[src/design/assert_macros.svh]
// Assertion helpers shared by the RTL.
// All checks are sampled on clk_i and are off while rst_ni is low.
`ifndef ASSERT_MACROS_SVH
`define ASSERT_MACROS_SVH

// Property must hold at every sampled edge.
`define ASSERT_CLK(label, prop, msg) \
  label: assert property (@(posedge clk_i) disable iff (!rst_ni) (prop)) else $error(msg);

// Expression must never be true at a sampled edge.
`define ASSERT_NEVER(label, prop, msg) \
  label: assert property (@(posedge clk_i) disable iff (!rst_ni) !(prop)) else $error(msg);

`endif

[src/design/wrms_pkg.sv]
package wrms_pkg;

  // Payload widths of the element and result channels
  localparam int unsigned XWidth    = 24;  // signed Q7.16 element
  localparam int unsigned WWidth    = 24;  // unsigned Q8.16 weight
  localparam int unsigned NormWidth = 32;  // unsigned Q16.16 result

  // Datapath widths
  localparam int unsigned MulWidth  = 32;  // shared multiplier operand width
  localparam int unsigned SumWidth  = 64;  // sum of squares, 32 fraction bits

  // Truncation of x*w from 32 to 16 fraction bits
  localparam int unsigned FracDrop  = 16;

endpackage

[src/design/wrms_if.sv]
// Element channel: one vector element per transfer
interface wrms_in_if import wrms_pkg::*; ();
  logic                     valid;
  logic                     ready;
  logic signed [XWidth-1:0] x_value;
  logic        [WWidth-1:0] weight;
  logic                     last;

  modport source (output valid, x_value, weight, last, input ready);
  modport sink   (input valid, x_value, weight, last, output ready);
endinterface

// Result channel: one norm per vector
interface wrms_out_if import wrms_pkg::*; ();
  logic                 valid;
  logic                 ready;
  logic [NormWidth-1:0] norm;
  logic                 overflow;

  modport source (output valid, norm, overflow, input ready);
  modport sink   (input valid, norm, overflow, output ready);
endinterface

[src/design/weighted_rms_norm.sv]
// Weighted RMS norm over a stream of vector elements.
// in_i carries one element per transfer: x_value (signed Q7.16), weight
// (unsigned Q8.16) and last. out_o carries one result per vector: norm =
// floor(sqrt(sum((x*w)^2) / n)) in Q16.16, and overflow when the sum of
// squares saturated at its 64-bit ceiling.
// Each element runs through product, rounding, square and accumulate on one
// shared 32x32 multiplier and one shared 64-bit adder. in_i.ready is high
// only in the idle state, so a new element is not taken before the previous
// one is accumulated. After the last element the same adder runs a restoring
// divide by the element count and then a bit-pair square root; the result
// then goes to out_o once the output register is free.
// The count holds at MAX_LENGTH; longer vectors still add to the sum.
// The result waits in an output register, so the next vector may start while
// out_o is stalled; only a second result waits for the first to be taken.
// Reset (rst_ni low, asynchronous) clears the sum, count, overflow flag,
// the sequencer and the output valid.
module weighted_rms_norm import wrms_pkg::*; #(
  parameter int unsigned MAX_LENGTH = 4096
) (
  input  logic       clk_i,
  input  logic       rst_ni,
  wrms_in_if.sink    in_i,
  wrms_out_if.source out_o
);

`include "assert_macros.svh"

  localparam int unsigned CntW = $clog2(MAX_LENGTH + 1);

  localparam logic [SumWidth-1:0] SqrtBitInit = {2'b01, {(SumWidth-2){1'b0}}};
  localparam logic [SumWidth-1:0] RoundAdd    = {{(SumWidth-FracDrop){1'b0}},
                                                 {FracDrop{1'b1}}};

  typedef enum logic [7:0] {
    S_IDLE = 8'b0000_0001,
    S_MUL1 = 8'b0000_0010,
    S_RND  = 8'b0000_0100,
    S_SQR  = 8'b0000_1000,
    S_ACC  = 8'b0001_0000,
    S_DIV  = 8'b0010_0000,
    S_SQRT = 8'b0100_0000,
    S_DONE = 8'b1000_0000
  } state_e;

  state_e                state_q, state_d;
  logic [SumWidth-1:0]   sum_q, sum_d;
  logic [CntW-1:0]       cnt_q, cnt_d;
  logic                  sat_q, sat_d;
  logic                  out_valid_q, out_valid_d;

  logic [XWidth-1:0]     xmag_q, xmag_d;
  logic                  neg_q, neg_d;
  logic [WWidth-1:0]     w_q, w_d;
  logic                  last_q, last_d;
  logic [SumWidth-1:0]   prod_q, prod_d;
  logic [MulWidth-1:0]   qmag_q, qmag_d;
  logic [SumWidth-1:0]   num_q, num_d;
  logic [CntW-1:0]       rem_q, rem_d;
  logic [SumWidth-1:0]   res_q, res_d;
  logic [SumWidth-1:0]   bit_q, bit_d;
  logic [5:0]            step_q, step_d;
  logic [NormWidth-1:0]  norm_q, norm_d;
  logic                  ovf_q, ovf_d;

  // Shared multiplier
  logic [MulWidth-1:0]   mul_a, mul_b;
  logic [SumWidth-1:0]   mul_p;

  // Shared adder / subtractor
  logic [SumWidth-1:0]   add_a, add_b;
  logic                  add_sub;
  logic [SumWidth:0]     add_r;
  logic                  add_c;

  logic [CntW:0]         rsh;
  logic                  out_free;

  assign in_i.ready     = (state_q == S_IDLE);
  assign out_o.valid    = out_valid_q;
  assign out_o.norm     = norm_q;
  assign out_o.overflow = ovf_q;

  assign out_free = !out_valid_q || out_o.ready;
  assign rsh      = {rem_q, num_q[SumWidth-1]};

  // Multiplier operand select
  always_comb begin
    if (state_q == S_SQR) begin
      mul_a = qmag_q;
      mul_b = qmag_q;
    end else begin
      mul_a = MulWidth'(xmag_q);
      mul_b = MulWidth'(w_q);
    end
  end
  assign mul_p = mul_a * mul_b;

  // Adder operand select; carry out is overflow on add, a >= b on subtract
  always_comb begin
    add_a   = sum_q;
    add_b   = prod_q;
    add_sub = 1'b0;
    unique case (state_q)
      S_RND: begin
        add_a = prod_q;
        add_b = neg_q ? RoundAdd : '0;
      end
      S_DIV: begin
        add_a   = SumWidth'(rsh);
        add_b   = SumWidth'(cnt_q);
        add_sub = 1'b1;
      end
      S_SQRT: begin
        add_a   = num_q;
        add_b   = res_q | bit_q;
        add_sub = 1'b1;
      end
      default: begin
        add_a   = sum_q;
        add_b   = prod_q;
        add_sub = 1'b0;
      end
    endcase
  end
  assign add_r = {1'b0, add_a} + {1'b0, (add_sub ? ~add_b : add_b)} +
                 {{SumWidth{1'b0}}, add_sub};
  assign add_c = add_r[SumWidth];

  // Sequencer and datapath next state
  always_comb begin
    state_d     = state_q;
    sum_d       = sum_q;
    cnt_d       = cnt_q;
    sat_d       = sat_q;
    out_valid_d = out_valid_q;
    xmag_d      = xmag_q;
    neg_d       = neg_q;
    w_d         = w_q;
    last_d      = last_q;
    prod_d      = prod_q;
    qmag_d      = qmag_q;
    num_d       = num_q;
    rem_d       = rem_q;
    res_d       = res_q;
    bit_d       = bit_q;
    step_d      = step_q;
    norm_d      = norm_q;
    ovf_d       = ovf_q;

    // result taken by the receiver
    if (out_valid_q && out_o.ready) begin
      out_valid_d = 1'b0;
    end

    unique case (state_q)
      S_IDLE: begin
        if (in_i.valid) begin
          neg_d   = in_i.x_value[XWidth-1];
          xmag_d  = in_i.x_value[XWidth-1] ? (~in_i.x_value + 1'b1) : in_i.x_value;
          w_d     = in_i.weight;
          last_d  = in_i.last;
          state_d = S_MUL1;
        end
      end
      S_MUL1: begin
        prod_d  = mul_p;
        state_d = S_RND;
      end
      S_RND: begin
        // floor(x*w / 2^16) in magnitude form: round the magnitude up if negative
        qmag_d  = add_r[FracDrop +: MulWidth];
        state_d = S_SQR;
      end
      S_SQR: begin
        prod_d  = mul_p;
        state_d = S_ACC;
      end
      S_ACC: begin
        if (add_c) begin
          sum_d = '1;
          sat_d = 1'b1;
        end else begin
          sum_d = add_r[SumWidth-1:0];
        end
        if (cnt_q < CntW'(MAX_LENGTH)) begin
          cnt_d = cnt_q + 1'b1;
        end
        if (last_q) begin
          num_d   = add_c ? '1 : add_r[SumWidth-1:0];
          rem_d   = '0;
          step_d  = '1;
          state_d = S_DIV;
        end else begin
          state_d = S_IDLE;
        end
      end
      S_DIV: begin
        // restoring divide, one quotient bit per cycle
        rem_d = add_c ? add_r[CntW-1:0] : rsh[CntW-1:0];
        num_d = {num_q[SumWidth-2:0], add_c};
        step_d = step_q - 1'b1;
        if (step_q == '0) begin
          res_d   = '0;
          bit_d   = SqrtBitInit;
          state_d = S_SQRT;
        end
      end
      S_SQRT: begin
        // one root bit per cycle; res + bit never carries, so OR is enough
        if (add_c) begin
          num_d = add_r[SumWidth-1:0];
          res_d = (res_q >> 1) | bit_q;
        end else begin
          res_d = res_q >> 1;
        end
        bit_d = bit_q >> 2;
        if (bit_q[0]) begin
          state_d = S_DONE;
        end
      end
      S_DONE: begin
        if (out_free) begin
          norm_d      = res_q[NormWidth-1:0];
          ovf_d       = sat_q;
          out_valid_d = 1'b1;
          sum_d       = '0;
          cnt_d       = '0;
          sat_d       = 1'b0;
          state_d     = S_IDLE;
        end
      end
      default: begin
        state_d = S_IDLE;
      end
    endcase
  end

  // Control state
  always_ff @(posedge clk_i or negedge rst_ni) begin
    if (!rst_ni) begin
      state_q     <= S_IDLE;
      sum_q       <= '0;
      cnt_q       <= '0;
      sat_q       <= 1'b0;
      out_valid_q <= 1'b0;
    end else begin
      state_q     <= state_d;
      sum_q       <= sum_d;
      cnt_q       <= cnt_d;
      sat_q       <= sat_d;
      out_valid_q <= out_valid_d;
    end
  end

  // Datapath registers
  always_ff @(posedge clk_i) begin
    xmag_q <= xmag_d;
    neg_q  <= neg_d;
    w_q    <= w_d;
    last_q <= last_d;
    prod_q <= prod_d;
    qmag_q <= qmag_d;
    num_q  <= num_d;
    rem_q  <= rem_d;
    res_q  <= res_d;
    bit_q  <= bit_d;
    step_q <= step_d;
    norm_q <= norm_d;
    ovf_q  <= ovf_d;
  end

  // Checks
  `ASSERT_CLK(a_cnt_bound, cnt_q <= CntW'(MAX_LENGTH), "element count above MAX_LENGTH")
  `ASSERT_CLK(a_div_nonzero, (state_q == S_ACC && last_q) |=> (state_q == S_DIV && cnt_q != '0), "divide started with zero count")
  `ASSERT_CLK(a_sqrt_init, (state_q == S_DIV && step_q == '0) |=> (state_q == S_SQRT && bit_q == SqrtBitInit && res_q == '0), "root not set up after divide")
  `ASSERT_NEVER(a_no_overwrite, state_q == S_DONE && out_valid_q && !out_o.ready && state_d != S_DONE, "pending result overwritten")

endmodule

[src/flat_wrapper.sv]
// flat-port wrapper written by rule: the top's interface ports become plain ports
module weighted_rms_norm_flat import wrms_pkg::*;
#(
  parameter int unsigned MAX_LENGTH = 4096
)
  (clk_i, rst_ni, in_i_valid, in_i_x_value, in_i_weight, in_i_last, in_i_ready, out_o_valid, out_o_norm, out_o_overflow, out_o_ready);
  wrms_in_if in_i_i ();
  wrms_out_if out_o_i ();
  input  logic clk_i;
  input  logic rst_ni;
  input wire logic [$bits(in_i_i.valid)-1:0] in_i_valid;
  input wire logic [$bits(in_i_i.x_value)-1:0] in_i_x_value;
  input wire logic [$bits(in_i_i.weight)-1:0] in_i_weight;
  input wire logic [$bits(in_i_i.last)-1:0] in_i_last;
  output wire logic [$bits(in_i_i.ready)-1:0] in_i_ready;
  output wire logic [$bits(out_o_i.valid)-1:0] out_o_valid;
  output wire logic [$bits(out_o_i.norm)-1:0] out_o_norm;
  output wire logic [$bits(out_o_i.overflow)-1:0] out_o_overflow;
  input wire logic [$bits(out_o_i.ready)-1:0] out_o_ready;
  assign in_i_i.valid = in_i_valid;
  assign in_i_i.x_value = in_i_x_value;
  assign in_i_i.weight = in_i_weight;
  assign in_i_i.last = in_i_last;
  assign in_i_ready = in_i_i.ready;
  assign out_o_valid = out_o_i.valid;
  assign out_o_norm = out_o_i.norm;
  assign out_o_overflow = out_o_i.overflow;
  assign out_o_i.ready = out_o_ready;
  weighted_rms_norm #(.MAX_LENGTH(MAX_LENGTH)) u_core (.clk_i(clk_i), .rst_ni(rst_ni), .in_i(in_i_i), .out_o(out_o_i));
endmodule
[config.mk]
export PLATFORM = sky130hd
export DESIGN_NAME = weighted_rms_norm_flat
export DESIGN_NICKNAME = d
export VERILOG_FILES = /design/src/design/wrms_pkg.sv /design/src/design/wrms_if.sv /design/src/design/weighted_rms_norm.sv /design/src/flat_wrapper.sv
export VERILOG_INCLUDE_DIRS = /design/src /design/src/design
export SDC_FILE = /design/constraint.sdc
export NUM_CORES = 2
export LEC_CHECK = 0
export BUFFER_PORTS_ARGS = -buffer_cell sky130_fd_sc_hd__buf_4
export CAP_MARGIN = 5
export CORE_MARGIN = 4
export CORE_UTILIZATION = 45
export DETAILED_ROUTE_END_ITERATION = 10
export GPL_TIMING_DRIVEN = 1
export SLEW_MARGIN = 15
export SYNTH_ARGS = -nofsm -noshare
export SYNTH_HDL_FRONTEND = slang
export SYNTH_SLANG_ARGS = --single-unit
[constraint.sdc]
create_clock -name clk_i -period 27.3 [get_ports clk_i]
set_input_delay 0 -clock clk_i [delete_from_list [all_inputs] [get_ports clk_i]]
set_output_delay 0 -clock clk_i [all_outputs]
set_load 0.02 [all_outputs]
* Word level (Yosys, flattened, before mapping) *
Cells that the tools add are included.

cells by class
  add/sub/neg operators = 5
  multipliers = 1
  magnitude comparators = 1
  eq/ne operators = 16
  mux-type cells = 39
  bitwise gates (word level) = 4
  reductions and logical operators = 19

operators with widths
  operator               count
  $pmux 64 s3            3
  $mux 64                8
  $pmux 64 s2            3
  $add 64x64->65         1
  $add 65x1->65          1
  $mul 32x32->64         1
  $mux 32                2
  $not 64->64            1
  $or 63x64->64          1
  $or 64x64->64          1
  $pmux 8 s8             1
  $mux 13                4
  $pmux 13 s2            2
  $mux 8                 4
  $add 24x1->24 const B  1
  $not 24->24            1
  $mux 23                1
  $mux 16                1
  $ne 2x1->1 const B     7
  $add 13x1->13 const B  1
  $lt 13x13->1 const B   1
  $mux 6                 2
  $pmux 6 s2             1
  $reduce_and 2->1       5
  other kinds (21)       31

word-level totals
  flip-flop bits (word level) = 477
  input port bits = 53
  output and inout bits = 35
  word-level logic and storage cells = 104

* Longest topological paths before layout *
  depth in word-level cells = 9
  gate-level depth with buffers = 38
  gate-level depth less buffers = 35

* Worst setup path after synthesis *
OpenSTA, ideal clock, no wires.

  kind = reg2reg
  from = register u_core.state_q[7]
  to = register u_core.num_q[0] (enable)
  library setup time = 588 ps
  arrival = 9011 ps
  slack = 17701 ps
  stages on the path, launching flop included = 20
  path buffers = 5
  period minus slack after synthesis = 9599 ps
  cell sequence = dfrtp_1 > nor4_4 > nand3_1 > and2_1 > clkbuf_1 > clkbuf_1 > clkbuf_1 > a222oi_1 > inv_1 > ha_1 > clkbuf_1 > nand2_1 > o21ai_0 > nor3_1 > a211oi_1 > a21oi_1 > o2111ai_1 > a31oi_1 > clkbuf_1 > a221oi_1

on the way
  longest elaborated chain between the ends = 8

RTL lines
  what                                            RTL line                                            source
  from (decl)                                     weighted_rms_norm.sv:45                             state_e state_q, state_d;
  from (signal assigned)                          weighted_rms_norm.sv:247                            state_q <= state_d;
  $eq 8x7->1, or another cell as far along        weighted_rms_norm.sv:103, weighted_rms_norm.sv:155
  $pmux 64 s3 or $reduce_or 2->1 (tied branches)  n/a
  $not 64->64 or $mux 1 (tied branches)           weighted_rms_norm.sv:125, weighted_rms_norm.sv:103
  $mux 64                                         weighted_rms_norm.sv:125                            assign add_r = {1'b0, add_a} + {1'b0, (add_sub ? ~add_b : add_b)} +
  $add 64x64->65                                  weighted_rms_norm.sv:125
  $add 65x1->65                                   weighted_rms_norm.sv:125
  $ne 2x1->1 (no source line)                     n/a
  $reduce_and 3->1 (no source line) *             n/a
  to (signal assigned)                            weighted_rms_norm.sv:263                            num_q <= num_d;
  to (decl)                                       weighted_rms_norm.sv:57                             logic [SumWidth-1:0] num_q, num_d;

Mark *: on every way between the ends. The rest lies on a longest branch, timed or not.
A chain may end at the register's enable or synchronous reset.

* Worst setup path after layout *
  from = register u_core.state_q[2]
  to = register u_core.prod_q[58], data pin

on the way
  longest elaborated chain between the ends = 3

RTL lines
  what                        RTL line                  source
  $eq 8x4->1 *                weighted_rms_norm.sv:88   if (state_q == S_SQR) begin
  $mux 32                     weighted_rms_norm.sv:88
  $mul 32x32->64 *            weighted_rms_norm.sv:96   assign mul_p = mul_a * mul_b;
  named net u_core.mul_p[58]  weighted_rms_norm.sv:67   logic [SumWidth-1:0] mul_p;
  to (signal assigned)        weighted_rms_norm.sv:261  prod_q <= prod_d;
  to (decl)                   weighted_rms_norm.sv:55   logic [SumWidth-1:0] prod_q, prod_d;

The timed path passes the listed nets; every way through them passes the cells marked *.

==> flow_results.xml <==
<?xml version="1.0" encoding="UTF-8"?>
<metrics>
  <group name="cts">
    <metric name="ctsRootBufferMaster" unit="">sky130_fd_sc_hd__clkbuf_16</metric>
    <metric name="cts-htree-levels" unit="">2</metric>
    <metric name="cts-root-to-sink-buffers" unit="">3</metric>
    <metric name="post_cts_resized" unit="">0</metric>
    <metric name="tritoncts" unit="">done</metric>
    <metric name="cts_num_sinks" unit="">444</metric>
    <metric name="cts.reportedPaths.clkPinSlew" unit="ps">70</metric>
    <metric name="clk_latency_worst_skew_pair" unit="ps">650</metric>
    <metric name="numCtsBuffers" unit="">49</metric>
  </group>
  <group name="timing">
    <metric name="final_hold_viol_count" unit="">0</metric>
    <metric name="max_slew_margin" unit="">0.152</metric>
    <metric name="timing.final.crit_period" unit="ps">11720</metric>
    <metric name="tightest_slew" unit="ps">1270</metric>
    <metric name="finClkSkew" unit="ps">40.4</metric>
    <metric name="clock.fmax" unit="MHz">85.3</metric>
    <metric name="setup_tns" unit="ps">0</metric>
    <metric name="setup_viol" unit="">0</metric>
    <metric name="grt_setup_unrepaired" unit="">no</metric>
    <metric name="final_max_slew_viol_count" unit="">0</metric>
    <metric name="fin_crit_sh" unit="">0.429</metric>
  </group>
  <group name="synth">
    <metric name="ys_ff_latch" unit="">444</metric>
    <metric name="postSynthCellCount" unit="">5885</metric>
    <metric name="synth.cells.most_frequent" unit="">1,080 x sky130_fd_sc_hd__inv_1, 886 x sky130_fd_sc_hd__fa_1, 652 x sky130_fd_sc_hd__nand2_1, 594 x sky130_fd_sc_hd__nor2_1, 375 x sky130_fd_sc_hd__a21oi_1</metric>
    <metric name="netlist.top_cell.by_area" unit="">sky130_fd_sc_hd__fa_1</metric>
    <metric name="yosysUniqueCellTypes" unit="">82</metric>
    <metric name="seq_total_area_yosys" unit="">0.234</metric>
    <metric name="syn-mean-instance-area" unit="µm²">9.37</metric>
    <metric name="share_of_flip_flops_with_an_asynchronous_set_or_reset" unit="">0.196</metric>
    <metric name="synth_top_cells_by_area" unit="">sky130_fd_sc_hd__fa_1 32%, sky130_fd_sc_hd__edfxtp_1 19%, sky130_fd_sc_hd__ha_1 7.4%</metric>
    <metric name="synth_largest_type_area_fraction" unit="">0.322</metric>
    <metric name="synth-edff-count" unit="">357</metric>
    <metric name="yosys.cell_count.top_type" unit="">sky130_fd_sc_hd__inv_1</metric>
    <metric name="syn_area" unit="µm²">55100</metric>
    <metric name="ys_warn_count" unit="">0</metric>
    <metric name="synth_flop_cell" unit="">sky130_fd_sc_hd__edfxtp_1</metric>
    <metric name="synth_fp_nets" unit="">7149</metric>
  </group>
  <group name="detailed_routing">
    <metric name="drc_errors" unit="">0</metric>
    <metric name="num_vias" unit="">43100</metric>
    <metric name="drt-vias-per-instance" unit="">5.71</metric>
    <metric name="routed_wire_length_per_instance" unit="µm">23.5</metric>
    <metric name="dr.first_iter.drc_count" unit="">4244</metric>
    <metric name="pre_antenna_drt_iters" unit="">10</metric>
    <metric name="drtAntennaViolNets" unit="">0</metric>
    <metric name="routed_wl" unit="µm">178000</metric>
  </group>
  <group name="setup_path">
    <metric name="timing.critical_path.max_delay_family" unit="">adder cells</metric>
    <metric name="critPathCaptureType" unit="">register</metric>
    <metric name="path_max_fanout" unit="">87</metric>
    <metric name="cpMostUsedCell" unit="">sky130_fd_sc_hd__fa_1</metric>
    <metric name="timing_worst_setup_path_type" unit="">register to register</metric>
    <metric name="worstPathBufferInverterCount" unit="">7</metric>
    <metric name="arrival" unit="ps">12090</metric>
    <metric name="worstSetupStartpointType" unit="">register</metric>
    <metric name="cp.required" unit="ps">27670</metric>
    <metric name="slowest_delay" unit="ps">670</metric>
    <metric name="worst_path_max_delay_cell" unit="">sky130_fd_sc_hd__buf_4</metric>
  </group>
  <group name="die">
    <metric name="core_area" unit="µm²">122000</metric>
    <metric name="num_rows" unit="">128</metric>
    <metric name="initial_core_util" unit="">0.453</metric>
    <metric name="die_extent_in_x" unit="µm">358</metric>
    <metric name="number_of_top_level_pins" unit="">88</metric>
    <metric name="die_area" unit="µm²">128000</metric>
    <metric name="chipHeight" unit="µm">358</metric>
  </group>
  <group name="power">
    <metric name="power_density" unit="nW/µm²">24.4</metric>
    <metric name="p_leak" unit="nW">30.0</metric>
    <metric name="ir_drop_worst_case_vdd" unit="µV">45.5</metric>
  </group>
  <group name="finish">
    <metric name="layout.cells.non_filler" unit="">7548</metric>
    <metric name="post-route-cell-area" unit="µm²">59900</metric>
    <metric name="layout.filler_cells" unit="">11600</metric>
    <metric name="final_net_count" unit="">7145</metric>
    <metric name="combined_area_of_the_multi_input_logic_cells" unit="µm²">37100</metric>
    <metric name="layout-drive-gt1-share" unit="">0.0518</metric>
    <metric name="areaGrowthSynthToFinish" unit="%">8.67</metric>
    <metric name="seqCellArea" unit="µm²">12900</metric>
  </group>
  <group name="placement">
    <metric name="hpwlAfterDp" unit="µm">135000</metric>
    <metric name="port_buffers" unit="">87</metric>
    <metric name="gp_routability_congestion" unit="">0.943</metric>
    <metric name="placement.cell_area" unit="µm²">57500</metric>
    <metric name="post_placement_cell_count" unit="">7380</metric>
  </group>
  <group name="run_status">
    <metric name="status" unit="">completed</metric>
  </group>
  <group name="hold_path">
    <metric name="worstHoldPathType" unit="">input pin to register</metric>
  </group>
  <group name="global_routing">
    <metric name="grt_max_degree" unit="">94</metric>
    <metric name="grt_pass1_wl" unit="µm">273000</metric>
    <metric name="groute.usage.overall" unit="">0.281</metric>
    <metric name="grt_antenna_before_repair" unit="">7</metric>
    <metric name="globalRoute.totalOverflow" unit="">0</metric>
    <metric name="number_of_global_route_vias_before_repair" unit="">44900</metric>
  </group>
  <group name="job">
    <metric name="cap_viol_max_count" unit="">0</metric>
  </group>
</metrics>
## what timing repair did
action / 4_1_cts / 5_1_grt
setup buffers: 0 / 0
hold buffers: 75 / 0
endpoints found under the hold margin: 90 / 0
## final cells by class
class                      instances  share of cell area
clock buffer                      61              0.0216
timing repair buffer             255              0.0354
tap                             1625              0.0339
sequential                       444               0.215
clock inverter                    31             0.00622
antenna                            1           0.0000418
inverter                        1081              0.0678
multi-input combinational       4050               0.620
## state kept, by name, summed over array words and instances (netlist names), 6 cells and up
signal,flops
u_core.step_q,6
u_core.qmag_q,32
u_core.cnt_q,13
u_core.bit_q,32
u_core.state_q,8
u_core.xmag_q,24
u_core.res_q,63
u_core.rem_q,13
u_core.num_q,64
u_core.sum_q,64
u_core.out_o.norm,32
u_core.w_q,24
u_core.prod_q,64
## path summary, 6_finish.rpt
check                                              to  depth (start not counted)         startpoint  slack [ps]
worst max-delay path                u_core.prod_q[58]                         31  u_core.state_q[2]       15580
min in group asynchronous             u_core.sum_q[6]                          4             rst_ni         430
max in group asynchronous            u_core.sum_q[34]                          4             rst_ni       25980
worst max register to register      u_core.prod_q[58]                         31  u_core.state_q[2]       15580
worst min register to register  u_core.out_o.norm[16]                          0   u_core.res_q[16]         470
worst min-delay path                    u_core.w_q[1]                          2     in_i_weight[1]          80
## power by group
group / internal [mW] / switching [mW] / total [mW]
logic: 0.0167 / 0.0128 / 0.0295
registers: 0.724 / 0.00000000000000000464 / 0.724
clock network: 0.398 / 0.308 / 0.706
total: 1.14 / 0.321 / 1.46
## placed cells by master (no fill, tap or decap), drive strengths merged, types with 108 or more instances in the layout
cell type / instances
inv: 1085
fa: 886
nand2: 653
nor2: 594
a21oi: 376
edfxtp: 357
ha: 325
buf: 181
and3: 144
o21ai: 133
xnor2: 124
and2: 108
## logic make-up after synthesis
logic type               count (synthesis)  synth area share
adder cells (fa/ha/maj)               1211             0.396
multiplexers                             4          0.000772
buffers and inverters                 1391            0.0948
flip-flops                             444             0.234
AND/OR/NAND/NOR                       1745             0.141
AO/OA/AOI/OAI                          925             0.107
XOR/XNOR                               165            0.0264
## per-layer routing
layer  wire length, µm  share of wire  track usage
met1             70700           0.40        0.372
met5                 0              0            0
met3             15000          0.084       0.0463
met2             82500           0.46        0.457
met4              9550          0.054        0.128
## per-stage QoR
step	util	total power [mW]	setup WS (ps)	hold slack, ps
5_1_grt	0.492	1.50	15040	64.0
2_1_floorplan	-	0.743	17700	-296
4_1_cts	0.492	1.47	15740	38.7
3_5_place_dp	0.472	0.757	15760	21.5
3_3_place_gp	0.472	0.756	16070	15.9
6_report	0.492	1.46	15580	78.1
No activity file was read; power rests on OpenSTA's default activity.
